File: src/rtl/core/ultrasonic_range_speed_unit_defines.svh
// ----------------------------------------------------------------------------
// ultrasonic range/speed unit assertion macros
// shared property forms for the concurrent checks of the core
// ----------------------------------------------------------------------------
`ifndef ULTRASONIC_RANGE_SPEED_UNIT_DEFINES_SVH
`define ULTRASONIC_RANGE_SPEED_UNIT_DEFINES_SVH

// same-cycle implication, clocked on clk, held off during rst
`define URSU_ASSERT_NOW(label, ante, cons, msg) \
  label: assert property (@(posedge clk) disable iff (rst) (ante) |-> (cons)) \
    else $error(msg);

// next-cycle implication, clocked on clk, held off during rst
`define URSU_ASSERT_NEXT(label, ante, cons, msg) \
  label: assert property (@(posedge clk) disable iff (rst) (ante) |=> (cons)) \
    else $error(msg);

`endif

File: src/rtl/core/ursu_pkg.sv
// ----------------------------------------------------------------------------
// ursu_pkg
// types and constants of the ultrasonic range/speed unit
// ----------------------------------------------------------------------------
`default_nettype none

package ursu_pkg;

  localparam int DIST_W    = 16;               // distance and duration width
  localparam int TPS_W     = 24;               // ticks per second width
  localparam int PROD_W    = DIST_W + TPS_W;   // product / speed dividend width
  localparam int SPEED_W   = 16;
  localparam int CFG_IDX_W = 3;
  localparam int CFG_DAT_W = 24;
  localparam int IN_W      = 8;                // s_tdata width
  localparam int OUT_FLD_W = 3 + DIST_W + SPEED_W;
  localparam int OUT_W     = ((OUT_FLD_W + 7) / 8) * 8;

  // register indexes of the config channel
  localparam logic [CFG_IDX_W-1:0] REG_TRIG_LOW  = 3'd0;
  localparam logic [CFG_IDX_W-1:0] REG_TRIG_HIGH = 3'd1;
  localparam logic [CFG_IDX_W-1:0] REG_SETTLE    = 3'd2;
  localparam logic [CFG_IDX_W-1:0] REG_TPC       = 3'd3;
  localparam logic [CFG_IDX_W-1:0] REG_TPS       = 3'd4;

  // reset values of the registers
  localparam logic [7:0]       TRIG_LOW_RST  = 8'd2;
  localparam logic [7:0]       TRIG_HIGH_RST = 8'd10;
  localparam logic [15:0]      SETTLE_RST    = 16'd60000;
  localparam logic [7:0]       TPC_RST       = 8'd58;
  localparam logic [TPS_W-1:0] TPS_RST       = 24'd1000000;

  localparam logic [SPEED_W-1:0] SPEED_POS_MAX = 16'h7fff;
  localparam logic [SPEED_W-1:0] SPEED_NEG_MAX = 16'h8000;
  localparam logic [PROD_W-1:0]  Q_POS_LIMIT   = 40'd32767;
  localparam logic [PROD_W-1:0]  Q_NEG_LIMIT   = 40'd32768;

  // measurement sequence phase
  typedef enum logic [3:0] {
    PH_IDLE   = 4'b0001,
    PH_LOW    = 4'b0010,
    PH_HIGH   = 4'b0100,
    PH_SETTLE = 4'b1000
  } phase_t;

  // per-item control flow
  typedef enum logic [5:0] {
    S_IDLE = 6'b000001,
    S_DIST = 6'b000010,
    S_SEQ  = 6'b000100,
    S_MUL  = 6'b001000,
    S_DIV  = 6'b010000,
    S_DONE = 6'b100000
  } state_t;

endpackage

`default_nettype wire

File: src/rtl/core/ultrasonic_range_speed_unit.sv
// ----------------------------------------------------------------------------
// ultrasonic_range_speed_unit
// echo timing, trigger sequencing, distance and speed from echo pulses
// ----------------------------------------------------------------------------
//  channel  | direction | request moves
//  s_*      | in        | one tick: echo_level, measure_request
//  m_*      | out       | one result: trigger, busy, report, distance, speed
//  cfg_*    | in        | one register write: index, data
//
//  an item passes accept, sequence step and output load; a falling
//  echo edge with nonzero duration adds 16 steps of the bit-serial divider,
//  a report with a speed estimate adds 16 multiply steps and 40 divide steps;
//  the shared shift-subtract divider serves both the distance and the speed
//  division; reset is synchronous and clears all control and model state
//  a new request is taken while the previous result still sits in the output
//  register; the block holds in its last cycle until that register is free
// ----------------------------------------------------------------------------
`default_nettype none

module ultrasonic_range_speed_unit #(
  parameter int TIME_WIDTH = 32
) (
  input  wire                                clk,
  input  wire                                rst,
  // [0] echo_level, [1] measure_request, [7:2] zero
  input  wire  [ursu_pkg::IN_W-1:0]          s_tdata,
  input  wire                                s_tvalid,
  output logic                               s_tready,
  // [0] trigger_out, [1] busy_res, [2] report_valid, [18:3] distance in cm,
  // [34:19] speed_cm_per_s, [39:35] zero
  output logic [ursu_pkg::OUT_W-1:0]         m_tdata,
  output logic                               m_tvalid,
  input  wire                                m_tready,
  input  wire  [ursu_pkg::CFG_IDX_W-1:0]     cfg_index,
  input  wire  [ursu_pkg::CFG_DAT_W-1:0]     cfg_data,
  input  wire                                cfg_valid,
  output logic                               cfg_ready
);
  import ursu_pkg::*;

  localparam int TW     = TIME_WIDTH;
  localparam int CNT_W  = $clog2(PROD_W + 1);
  localparam int PAD_W  = OUT_W - OUT_FLD_W;

  localparam logic [CNT_W-1:0] DIST_LAST = CNT_W'(DIST_W - 1);
  localparam logic [CNT_W-1:0] MUL_LAST  = CNT_W'(DIST_W - 1);
  localparam logic [CNT_W-1:0] DIV_LAST  = CNT_W'(PROD_W - 1);

  // config registers
  logic [7:0]       trig_low;
  logic [7:0]       trig_high;
  logic [15:0]      settle;
  logic [7:0]       tpc;
  logic [TPS_W-1:0] tps;

  // model state
  logic [TW-1:0]      tick_time;
  logic               echo_last;
  logic [TW-1:0]      echo_rise_time;
  logic [DIST_W-1:0]  distance_now;
  logic [DIST_W-1:0]  distance_before;
  logic [TW-1:0]      report_time_before;
  logic               first_report;
  phase_t             phase;
  logic [15:0]        phase_count;
  logic [SPEED_W-1:0] speed_last;

  // control
  state_t     state;
  logic [CNT_W-1:0] step_cnt;
  logic       req;
  logic       trig_r, busy_r, rep_r;
  logic       out_load;

  // serial datapath
  logic [PROD_W-1:0] work;     // dividend / quotient, or product accumulator
  logic [TW-1:0]     rem;
  logic [TW-1:0]     dvs;
  logic [DIST_W-1:0] mplr;
  logic              neg;

  // ---------------------------------------------------------------- edge path
  logic              echo_in;
  logic [TW-1:0]     dur_full;
  logic [DIST_W-1:0] dur;
  logic              start_dist;

  assign echo_in  = s_tdata[0];
  assign dur_full = tick_time - echo_rise_time;
  assign dur      = (|dur_full[TW-1:DIST_W]) ? {DIST_W{1'b1}} : dur_full[DIST_W-1:0];
  assign start_dist = (echo_in != echo_last) && !echo_in && (dur != '0);

  // ---------------------------------------------------------- sequence step
  phase_t      ph_a, ph_b, ph_n;
  logic [15:0] cnt_a, cnt_b, cnt_n;
  logic        busy_n, trig_n, rep_n;
  logic [TW-1:0]     dt;
  logic              dd_neg;
  logic [DIST_W-1:0] dd;

  always_comb begin
    ph_a  = phase;
    cnt_a = phase_count;
    if (phase == PH_IDLE && req) begin
      ph_a  = PH_LOW;
      cnt_a = {8'd0, trig_low};
    end
    // skip phases of zero length
    ph_b  = ph_a;
    cnt_b = cnt_a;
    if (ph_b == PH_LOW && cnt_b == '0) begin
      ph_b  = PH_HIGH;
      cnt_b = {8'd0, trig_high};
    end
    if (ph_b == PH_HIGH && cnt_b == '0) begin
      ph_b  = PH_SETTLE;
      cnt_b = settle;
    end
    busy_n = (ph_a != PH_IDLE);
    ph_n   = ph_b;
    cnt_n  = cnt_b;
    if (ph_b != PH_IDLE && !(ph_b == PH_SETTLE && cnt_b == '0)) begin
      cnt_n = cnt_b - 16'd1;
    end
    trig_n = (ph_b == PH_HIGH);
    rep_n  = (ph_b == PH_SETTLE) && (cnt_n == '0);
    if (rep_n) begin
      ph_n  = PH_IDLE;
      cnt_n = '0;
    end
  end

  assign dt     = tick_time - report_time_before;
  assign dd_neg = distance_now < distance_before;
  assign dd     = dd_neg ? (distance_before - distance_now) : (distance_now - distance_before);

  // --------------------------------------------- shift-subtract divider step
  logic [TW:0]       trial;
  logic              ge;
  logic [TW-1:0]     rem_next;
  logic [PROD_W-1:0] work_next;

  assign trial     = {rem, work[PROD_W-1]};
  assign ge        = trial >= {1'b0, dvs};
  assign rem_next  = ge ? TW'(trial - {1'b0, dvs}) : trial[TW-1:0];
  assign work_next = {work[PROD_W-2:0], ge};

  // shift-add multiplier step, multiplier msb first
  logic [PROD_W-1:0] acc_next;
  assign acc_next = {work[PROD_W-2:0], 1'b0} +
                    (mplr[DIST_W-1] ? {{DIST_W{1'b0}}, tps} : '0);

  // saturated signed speed from the final quotient
  logic [SPEED_W-1:0] speed_sat;
  always_comb begin
    if (neg) begin
      speed_sat = (work_next > Q_NEG_LIMIT) ? SPEED_NEG_MAX
                                            : (~work_next[SPEED_W-1:0] + 16'd1);
    end else begin
      speed_sat = (work_next > Q_POS_LIMIT) ? SPEED_POS_MAX : work_next[SPEED_W-1:0];
    end
  end

  assign s_tready  = (state == S_IDLE);
  assign cfg_ready = 1'b1;
  // finished tick moves into the output register
  assign out_load  = (state == S_DONE) && (!m_tvalid || m_tready);

  // --------------------------------------------------------- config writes
  always_ff @(posedge clk) begin
    if (rst) begin
      trig_low  <= TRIG_LOW_RST;
      trig_high <= TRIG_HIGH_RST;
      settle    <= SETTLE_RST;
      tpc       <= TPC_RST;
      tps       <= TPS_RST;
    end else if (cfg_valid && cfg_ready) begin
      case (cfg_index)
        REG_TRIG_LOW:  trig_low  <= cfg_data[7:0];
        REG_TRIG_HIGH: trig_high <= cfg_data[7:0];
        REG_SETTLE:    settle    <= cfg_data[15:0];
        REG_TPC:       tpc       <= cfg_data[7:0];
        REG_TPS:       tps       <= cfg_data[TPS_W-1:0];
        default:       ;
      endcase
    end
  end

  // ---------------------------------------------------- control and state
  always_ff @(posedge clk) begin
    if (rst) begin
      state              <= S_IDLE;
      step_cnt           <= '0;
      req                <= 1'b0;
      trig_r             <= 1'b0;
      busy_r             <= 1'b0;
      rep_r              <= 1'b0;
      tick_time          <= '0;
      echo_last          <= 1'b0;
      echo_rise_time     <= '0;
      distance_now       <= '0;
      distance_before    <= '0;
      report_time_before <= '0;
      first_report       <= 1'b1;
      phase              <= PH_IDLE;
      phase_count        <= '0;
      speed_last         <= '0;
      m_tvalid           <= 1'b0;
    end else begin
      if (out_load) begin
        m_tvalid <= 1'b1;
      end else if (m_tvalid && m_tready) begin
        m_tvalid <= 1'b0;
      end
      case (state)
        S_IDLE: begin
          if (s_tvalid) begin
            req      <= s_tdata[1];
            step_cnt <= '0;
            if (echo_in != echo_last) begin
              echo_last <= echo_in;
              if (echo_in) begin
                echo_rise_time <= tick_time;
              end
            end
            state <= start_dist ? S_DIST : S_SEQ;
          end
        end
        S_DIST: begin
          step_cnt <= step_cnt + 1'b1;
          if (step_cnt == DIST_LAST) begin
            distance_now <= work_next[DIST_W-1:0];
            state        <= S_SEQ;
          end
        end
        S_SEQ: begin
          phase       <= ph_n;
          phase_count <= cnt_n;
          trig_r      <= trig_n;
          busy_r      <= busy_n;
          rep_r       <= rep_n;
          step_cnt    <= '0;
          if (rep_n) begin
            first_report       <= 1'b0;
            report_time_before <= tick_time;
            distance_before    <= distance_now;
            if (first_report || dt == '0) begin
              speed_last <= '0;
              state      <= S_DONE;
            end else begin
              state <= S_MUL;
            end
          end else begin
            state <= S_DONE;
          end
        end
        S_MUL: begin
          if (step_cnt == MUL_LAST) begin
            step_cnt <= '0;
            state    <= S_DIV;
          end else begin
            step_cnt <= step_cnt + 1'b1;
          end
        end
        S_DIV: begin
          step_cnt <= step_cnt + 1'b1;
          if (step_cnt == DIV_LAST) begin
            speed_last <= speed_sat;
            state      <= S_DONE;
          end
        end
        S_DONE: begin
          if (out_load) begin
            tick_time <= tick_time + 1'b1;
            state     <= S_IDLE;
          end
        end
        default: state <= S_IDLE;
      endcase
    end
  end

  // ------------------------------------------------------ serial datapath
  always_ff @(posedge clk) begin
    case (state)
      S_IDLE: begin
        work <= {dur, {(PROD_W - DIST_W){1'b0}}};
        rem  <= '0;
        dvs  <= TW'((tpc == '0) ? 8'd1 : tpc);
      end
      S_DIST, S_DIV: begin
        work <= work_next;
        rem  <= rem_next;
      end
      S_SEQ: begin
        work <= '0;
        rem  <= '0;
        dvs  <= dt;
        mplr <= dd;
        neg  <= dd_neg;
      end
      S_MUL: begin
        work <= acc_next;
        mplr <= {mplr[DIST_W-2:0], 1'b0};
      end
      S_DONE: begin
        if (out_load) begin
          m_tdata <= {{PAD_W{1'b0}}, speed_last, distance_now, rep_r, busy_r, trig_r};
        end
      end
      default: ;
    endcase
  end

  // ------------------------------------------------------------ assertions
  `include "ultrasonic_range_speed_unit_defines.svh"

  // trigger or report flag in an output request
  logic out_flag;
  assign out_flag = m_tvalid && (m_tdata[2] || m_tdata[0]);

  `URSU_ASSERT_NEXT(a_accept_busy, s_tvalid && s_tready, state != S_IDLE, "tick not started")
  `URSU_ASSERT_NEXT(a_out_load, out_load, m_tvalid && state == S_IDLE, "result not loaded")
  `URSU_ASSERT_NOW(a_flag_busy, out_flag, m_tdata[1], "trigger or report while idle")

endmodule

`default_nettype wire

File: config.mk
export PLATFORM = sky130hd
export DESIGN_NAME = ultrasonic_range_speed_unit
export DESIGN_NICKNAME = d
export VERILOG_FILES = /design/src/rtl/core/ursu_pkg.sv /design/src/rtl/core/ultrasonic_range_speed_unit.sv
export VERILOG_INCLUDE_DIRS = /design/src /design/src/rtl/core
export SDC_FILE = /design/constraint.sdc
export NUM_CORES = 1
export LEC_CHECK = 0
export ABC_CLOCK_PERIOD_IN_PS = 6500
export BUFFER_PORTS_ARGS = -buffer_cell sky130_fd_sc_hd__buf_2
export CORE_MARGIN = 2
export CORE_UTILIZATION = 55
export CTS_CLUSTER_SIZE = 24
export DETAILED_ROUTE_END_ITERATION = 8
export PLACE_DENSITY = 0.72
export SYNTH_ARGS = -nofsm -noshare
export SYNTH_HDL_FRONTEND = slang
export SYNTH_SLANG_ARGS = --single-unit
File: constraint.sdc
create_clock -name clk -period 6.5 [get_ports clk]
set_input_delay 1.3 -clock clk [delete_from_list [all_inputs] [get_ports clk]]
set_output_delay 1.3 -clock clk [all_outputs]
set_load 0.1 [all_outputs]
==> results of run 1 <==
[Yosys cell counts (8+ instances only)]
master	instances	share of area
nand4_1	30	0.0074
o31ai_1	12	0.0035
a31oi_1	26	0.0064
a221oi_1	8	0.0028
nand3_1	63	0.012
xnor2_1	71	0.024
nand4b_1	8	0.0028
and2_1	39	0.0096
nand2b_1	55	0.014
or3_1	18	0.0044
buf_1	11	0.0016
nand2_1	500	0.074
nor4_1	28	0.0069
a21oi_1	341	0.067
dfxtp_1	247	0.19
mux2i_1	46	0.018
o21a_1	14	0.0041
xor2_1	76	0.026
a211oi_1	19	0.0056
a2111oi_0	8	0.0028
or4_1	11	0.0032
buf_4	8	0.0024
a22oi_1	10	0.0030
edfxtp_1	156	0.18
o211ai_1	19	0.0056
clkbuf_1	108	0.016
o21ai_0	121	0.024
inv_1	181	0.027
or2_2	15	0.0037
ha_1	153	0.075
a41oi_1	11	0.0038
nor2_1	288	0.042
o21bai_1	29	0.0086
mux2_2	8	0.0035
a21o_1	63	0.019
nand3b_1	32	0.0094
nor2b_1	28	0.0069
nor3_1	64	0.013
and3_1	28	0.0069
[area by class of cell]
cell class / instances / share of cell area
inverters: 183 / 0.0246
clock buffers: 64 / 0.0492
flip-flops and latches: 403 / 0.345
repair buffers: 105 / 0.0231
multi-input cells: 2387 / 0.524
clock inverters: 21 / 0.00744
well taps: 600 / 0.0269
[kinds of logic after synthesis]
kind of cell	synth area share
AO/OA/AOI/OAI	0.189
XOR/XNOR	0.0506
adder cells (fa/ha/maj)	0.0800
buffers and inverters	0.0489
flip-flops	0.378
multiplexers	0.0235
other	0.000295
AND/OR/NAND/NOR	0.230
[final timing paths]
path	end	slack (ns)	cells after the start
worst min-delay path	m_tdata[2]	0.43	0
worst max-delay path	speed_last[0]	0.61	22
worst min register to register	m_tdata[2]	0.43	0
worst max register to register	speed_last[0]	0.61	22
[per-layer routing]
metal | vias up | GRT usage
met1 | 10800 | 0.394
met5 | - | 0
met2 | 777 | 0.476
met4 | 0 | 0.0883
li1 | 11000 | -
met3 | 138 | 0.0414
[report_power, final]
group          internal (uW)  switching (uW)
registers               3150             323
clock network           1610            1100
logic                   1270            2250
[worst max-delay path: stages, from the launching register on]
cell and delay [ns]:
dfxtp_1 0.36, nor2_1 0.50, nand4_1 0.33, o22ai_4 0.26, buf_4 0.24, mux2i_2 0.30
nor3_2 0.08, a21oi_1 0.23, ha_1 0.20, o211ai_1 0.09, a21o_1 0.21, nand2b_1 0.17
buf_4 0.17, nor3_1 0.17, buf_4 0.17, a21boi_1 0.07, o41ai_2 0.52, inv_1 0.07
or4_1 0.55, nor4_4 0.46, a21oi_2 0.18, buf_4 0.26, mux2i_1 0.15
[registers in the layout, summed over array words and instances (netlist names), 4 cells and up]
name / cells
distance_before: 16
distance_now: 16
dvs: 32
echo_rise_time: 32
m_tdata: 35
mplr: 16
phase: 4
phase_count: 16
rem: 32
report_time_before: 32
settle: 16
speed_last: 16
state: 6
step_cnt: 6
tick_time: 32
tpc: 8
tps: 24
trig_high: 8
trig_low: 8
work: 40
[through the flow]
stage | utilization | instance area, sq um | total power (uW) | std cells | worst slack [ns]
2_1_floorplan | - | 25500 | 6040 | 3109 | 0.923
3_3_place_gp | 0.579 | 26300 | 6860 | 3678 | 0.759
3_5_place_dp | 0.579 | 26300 | 6980 | 3678 | 0.655
4_1_cts | 0.614 | 27900 | 9700 | 3763 | 0.654
5_1_grt | 0.614 | 27900 | 10200 | 3763 | 0.209
6_report | 0.614 | 27900 | 9700 | 3763 | 0.614
==> results.yml, run 1 <==
timing:
  setup_failing_eps_final: 0
  worst_clock_skew_ns: 0.0227
  fin_hold_ws_ns: 0.427
  final_max_slew_viol_count: 0
  grt_setup_unrepaired: "no"
  report.final.hold_viol_count: 0
  fmax_mhz: 170
  worstMarginPinSlew_ns: 1.23
  clock_period_minus_worst_slack_ns: 5.89
  tns_ns: 0
  finalCritPeriodShare: 0.905
  max-slew-margin-rel: 0.179
cells_and_area:
  area_growth_pct: 9.78
  mostFrequentLayoutCell: "nand2_1"
  final_layout_size_suffix_gt1_frac: 0.0746
  antennaDiodeCount: 0
  finalNetCount: 3325
  mostFrequentLayoutCells: "nand2_1 (500), a21oi_1 (340), nor2_1 (288)"
  multi_input_area_sq_mm: 0.0146
  layout.area.seq_sq_mm: 0.00963
  filler_cell_count: 3997
global_route:
  grt_pass1_wl_mm: 112
  grt_use_total: 0.289
  antenna_found_initial: 0
  first_global_vias: 21500
  grt_max_degree: 96
  remaining_global_route_overflow: 0
floorplan:
  die_width_microns: 219
  coreArea_sq_mm: 0.0455
  initial_utilization: 0.559
  die_h_microns: 219
  floorplan.rows: 78
  die-area_sq_mm: 0.0480
  io_pins: 83
clock_network:
  tritoncts_buffer_count: 46
  clock_root_buffer: "clkbuf_16"
  clock_latency_ns: 0.59
  clk_pin_slew_ns: 0.06
  cts_tree: "done"
  cts_max_path_buffers: 3
  postCtsHoldBufs: 0
  htree_num_levels: 2
  post_cts_resize_count: 0
  cts_sinks: 403
  post_cts_repair_timing_setup_buffer_count: 0
routing:
  drt-total-wl_mm: 70.1
  drt_pass1_iterations: 5
  drt.antenna.violating_nets: 0
  highest_layer: "met4"
  remaining_drc_errors: 0
  routedLengthMet1_mm: 31.3
  met2_wirelength_from_detailed_routing_mm: 32.5
  detailroute.wirelength.met3_mm: 4.51
  avgViaCountPerCell: 6.04
  vias: 22700
  detail_route.iter0.violations: 1883
  routed_wire_length_per_instance_microns: 18.6
setup_path:
  start_kind: "flop"
  arrival_ns: 6.34
  endpoint_kind: "flop"
  crit_path_max_fanout: 14
  regToRegStartpoint: "phase[2]"
  crit_type: "reg -> reg"
  startpoint: "phase[2]"
  crit_required_ns: 6.96
run:
  maxCapViolCount: 0
yosys:
  post_synth.cell_area_avg_sq_um: 8.19
  syn_area_sq_mm: 0.0254
  unique_cell_type_count_in_the_yosys_netlist: 94
  yosysWarnings: 0
  ys_ff_latch: 403
  synth-edff-count: 156
  seq_area_frac_synth: 0.378
  post_synthesis_instance_total: 3105
  asr_flop_ratio_synth: 0
  synth-main-ff-cell: "dfxtp_1"
placed_design:
  io_buffer_count: 70
  detailed_place_hpwl_mm: 50.8
  finalWeightedCongestion: 0.932
power:
  peak_supply_drop_mv: 0.256
  p_leak_uw: 0.0112
  power.density_mw_per_mm2: 347
hold_path:
  holdCritPathClass: "reg -> reg"
  hold_path_startpoint: "rep_r"
outcome:
  outcome: "finished, final reports clean"
(Power assumes the default switching activity.)
==> run 2, diff against run 1 <==
BUFFER_PORTS_ARGS = default   (was -buffer_cell sky130_fd_sc_hd__buf_2)
DONT_BUFFER_PORTS = 1   (was default)
PLACE_DENSITY = 0.68   (was 0.72)
==> run 2 against run 1 <==
- final cell count decreased by 2.1%
- combinational power decreased by 4%
- clock-buffer cell count increased by 2
- clock power decreased by 4%
- largest cell class unchanged
- critical path depth decreased by 5
- sequential share of layout area increased by 0.63 points
- critical endpoint is now speed_last[14]
- register-to-register slack got worse by 0.23 ns
- maximum frequency decreased by 3.8%
==> results.yml, run 2 (synthesis gave the netlist of run 1 again) <==
cells_and_area:
  antennaDiodeCount: 0
  mostFrequentLayoutCells: "nand2_1 (499), a21oi_1 (340), nor2_1 (288)"
  largestRegisters: "work (40), m_tdata (35)"
  final_layout_size_suffix_gt1_frac: 0.0512
  number_of_flip_flops_under_the_largest_register_name: 40
  finalNetCount: 3246
  area_growth_pct: 7.81
  mostFrequentLayoutCell: "nand2_1"
  finish.cell_count_without_fillers: 3683
  largest-register: "work"
routing:
  drt.antenna.violating_nets: 0
  avgViaCountPerCell: 6.00
  detail_route.iter0.violations: 1763
  remaining_drc_errors: 0
  routed_wire_length_per_instance_microns: 18.5
  drt-total-wl_mm: 68.1
  drt_pass1_iterations: 6
  vias: 22100
clock_network:
  tritoncts_buffer_count: 45
  clock_latency_ns: 0.60
  clk_pin_slew_ns: 0.06
  post_cts_resize_count: 0
  cts_max_path_buffers: 3
  postCtsHoldBufs: 0
  post_cts_repair_timing_setup_buffer_count: 0
  htree_num_levels: 2
  cts_tree: "done"
  clock_root_buffer: "clkbuf_16"
  cts_sinks: 403
floorplan:
  io_pins: 83
  die_h_microns: 219
  floorplan.rows: 78
  die-area_sq_mm: 0.0480
  die_width_microns: 219
  coreArea_sq_mm: 0.0455
  initial_utilization: 0.559
setup_path:
  crit_type: "reg -> reg"
  crit_path_max_fanout: 15
  crit_required_ns: 6.98
  start_kind: "flop"
  endpoint_kind: "flop"
  arrival_ns: 6.60
placed_design:
  finalWeightedCongestion: 0.952
  detailed_place_hpwl_mm: 49.2
  place.detailed.instances: 3600
  io_buffer_count: 0
hold_path:
  holdCritPathClass: "reg -> reg"
global_route:
  grt_pass1_wl_mm: 109
  antenna_found_initial: 0
  first_global_vias: 20900
  grt_max_degree: 248
  grt_use_total: 0.281
  remaining_global_route_overflow: 0
timing:
  setup_failing_eps_final: 0
  worst_clock_skew_ns: 0.0360
  finalCritPeriodShare: 0.941
  max-slew-margin-rel: 0.177
  worstMarginPinSlew_ns: 1.24
  fmax_mhz: 163
  report.final.hold_viol_count: 0
  final_max_slew_viol_count: 0
  clock_period_minus_worst_slack_ns: 6.12
  grt_setup_unrepaired: "yes"
power:
  peak_supply_drop_mv: 0.251
  internal_power_uw: 5930
  clock_network_power_share: 0.276
  total_power_uw: 9480
  power.density_mw_per_mm2: 346
  p_leak_uw: 0.0108
  switching_share: 0.375
  power.net_switching_uw: 3550
  p_comb_frac: 0.356
  seq_pwr_share: 0.369
outcome:
  outcome: "finished, final reports clean"
run:
  maxCapViolCount: 0
==> run 2: metal layers <==
metal	up-vias	track usage	wire, microns
li1	10800	-	-
met1	10400	0.390	31500
met2	713	0.437	29700
met3	157	0.0488	4400
met4	0	0.105	2530
met5	-	0	0
==> run 2: worst paths after layout <==
check	depth (start not counted)	from	slack, ns	endpoint
hold reg to reg	0	speed_last[4]	0.43	m_tdata[23]
setup / recovery	17	phase_count[15]	0.38	speed_last[14]
hold / removal	0	speed_last[4]	0.43	m_tdata[23]
setup reg to reg	17	phase_count[15]	0.38	speed_last[14]
==> run 2: power by group through the flow <==
stage,Clock [uW],Sequential (uW),Combinational [uW]
4_1_cts,2660,3490,3360
3_3_place_gp,0,3530,3250
2_1_floorplan,0,3410,2630
3_5_place_dp,0,3530,3340
5_1_grt,2750,3540,3740
6_report,2610,3500,3370
==> run 2: cell type report <==
class,count,area (sq um)
clock buffers,66,1360
clock inverters,17,161
fillers,4100,18000
inverters,183,687
multi-input cells,2387,14600
flip-flops and latches,403,9630
well taps,600,751
repair buffers,27,203
==> run 2: per-stage QoR <==
stage               hold WS, ns   util  instance area [sq um]  TNS, ns  setup slack [ns]
floorplan                 0.401      -                  25500        0             0.923
global placement          0.409  0.570                  25900        0             0.532
detailed placement        0.418  0.570                  25900        0             0.413
CTS                       0.433  0.603                  27400        0             0.421
global route              0.441  0.603                  27400   -0.282           -0.0693
finish                    0.435  0.603                  27400        0             0.381
==> run 2: worst max-delay path, cell delays in order, from the launching register on <==
cell and delay (ns):
dfxtp_1 0.38, nor4_2 0.57, nand4_1 0.36, o22ai_4 0.26
mux2_2 0.40, a41oi_1 0.29, ha_1 0.22, o211ai_1 0.10
a21o_1 0.22, nand2b_1 0.27, or3_1 0.41, o31ai_1 0.50
nor4b_2 0.13, xnor2_1 0.27, or4_1 0.20, nor4_4 0.06
a21oi_2 0.98, mux2_1 0.38
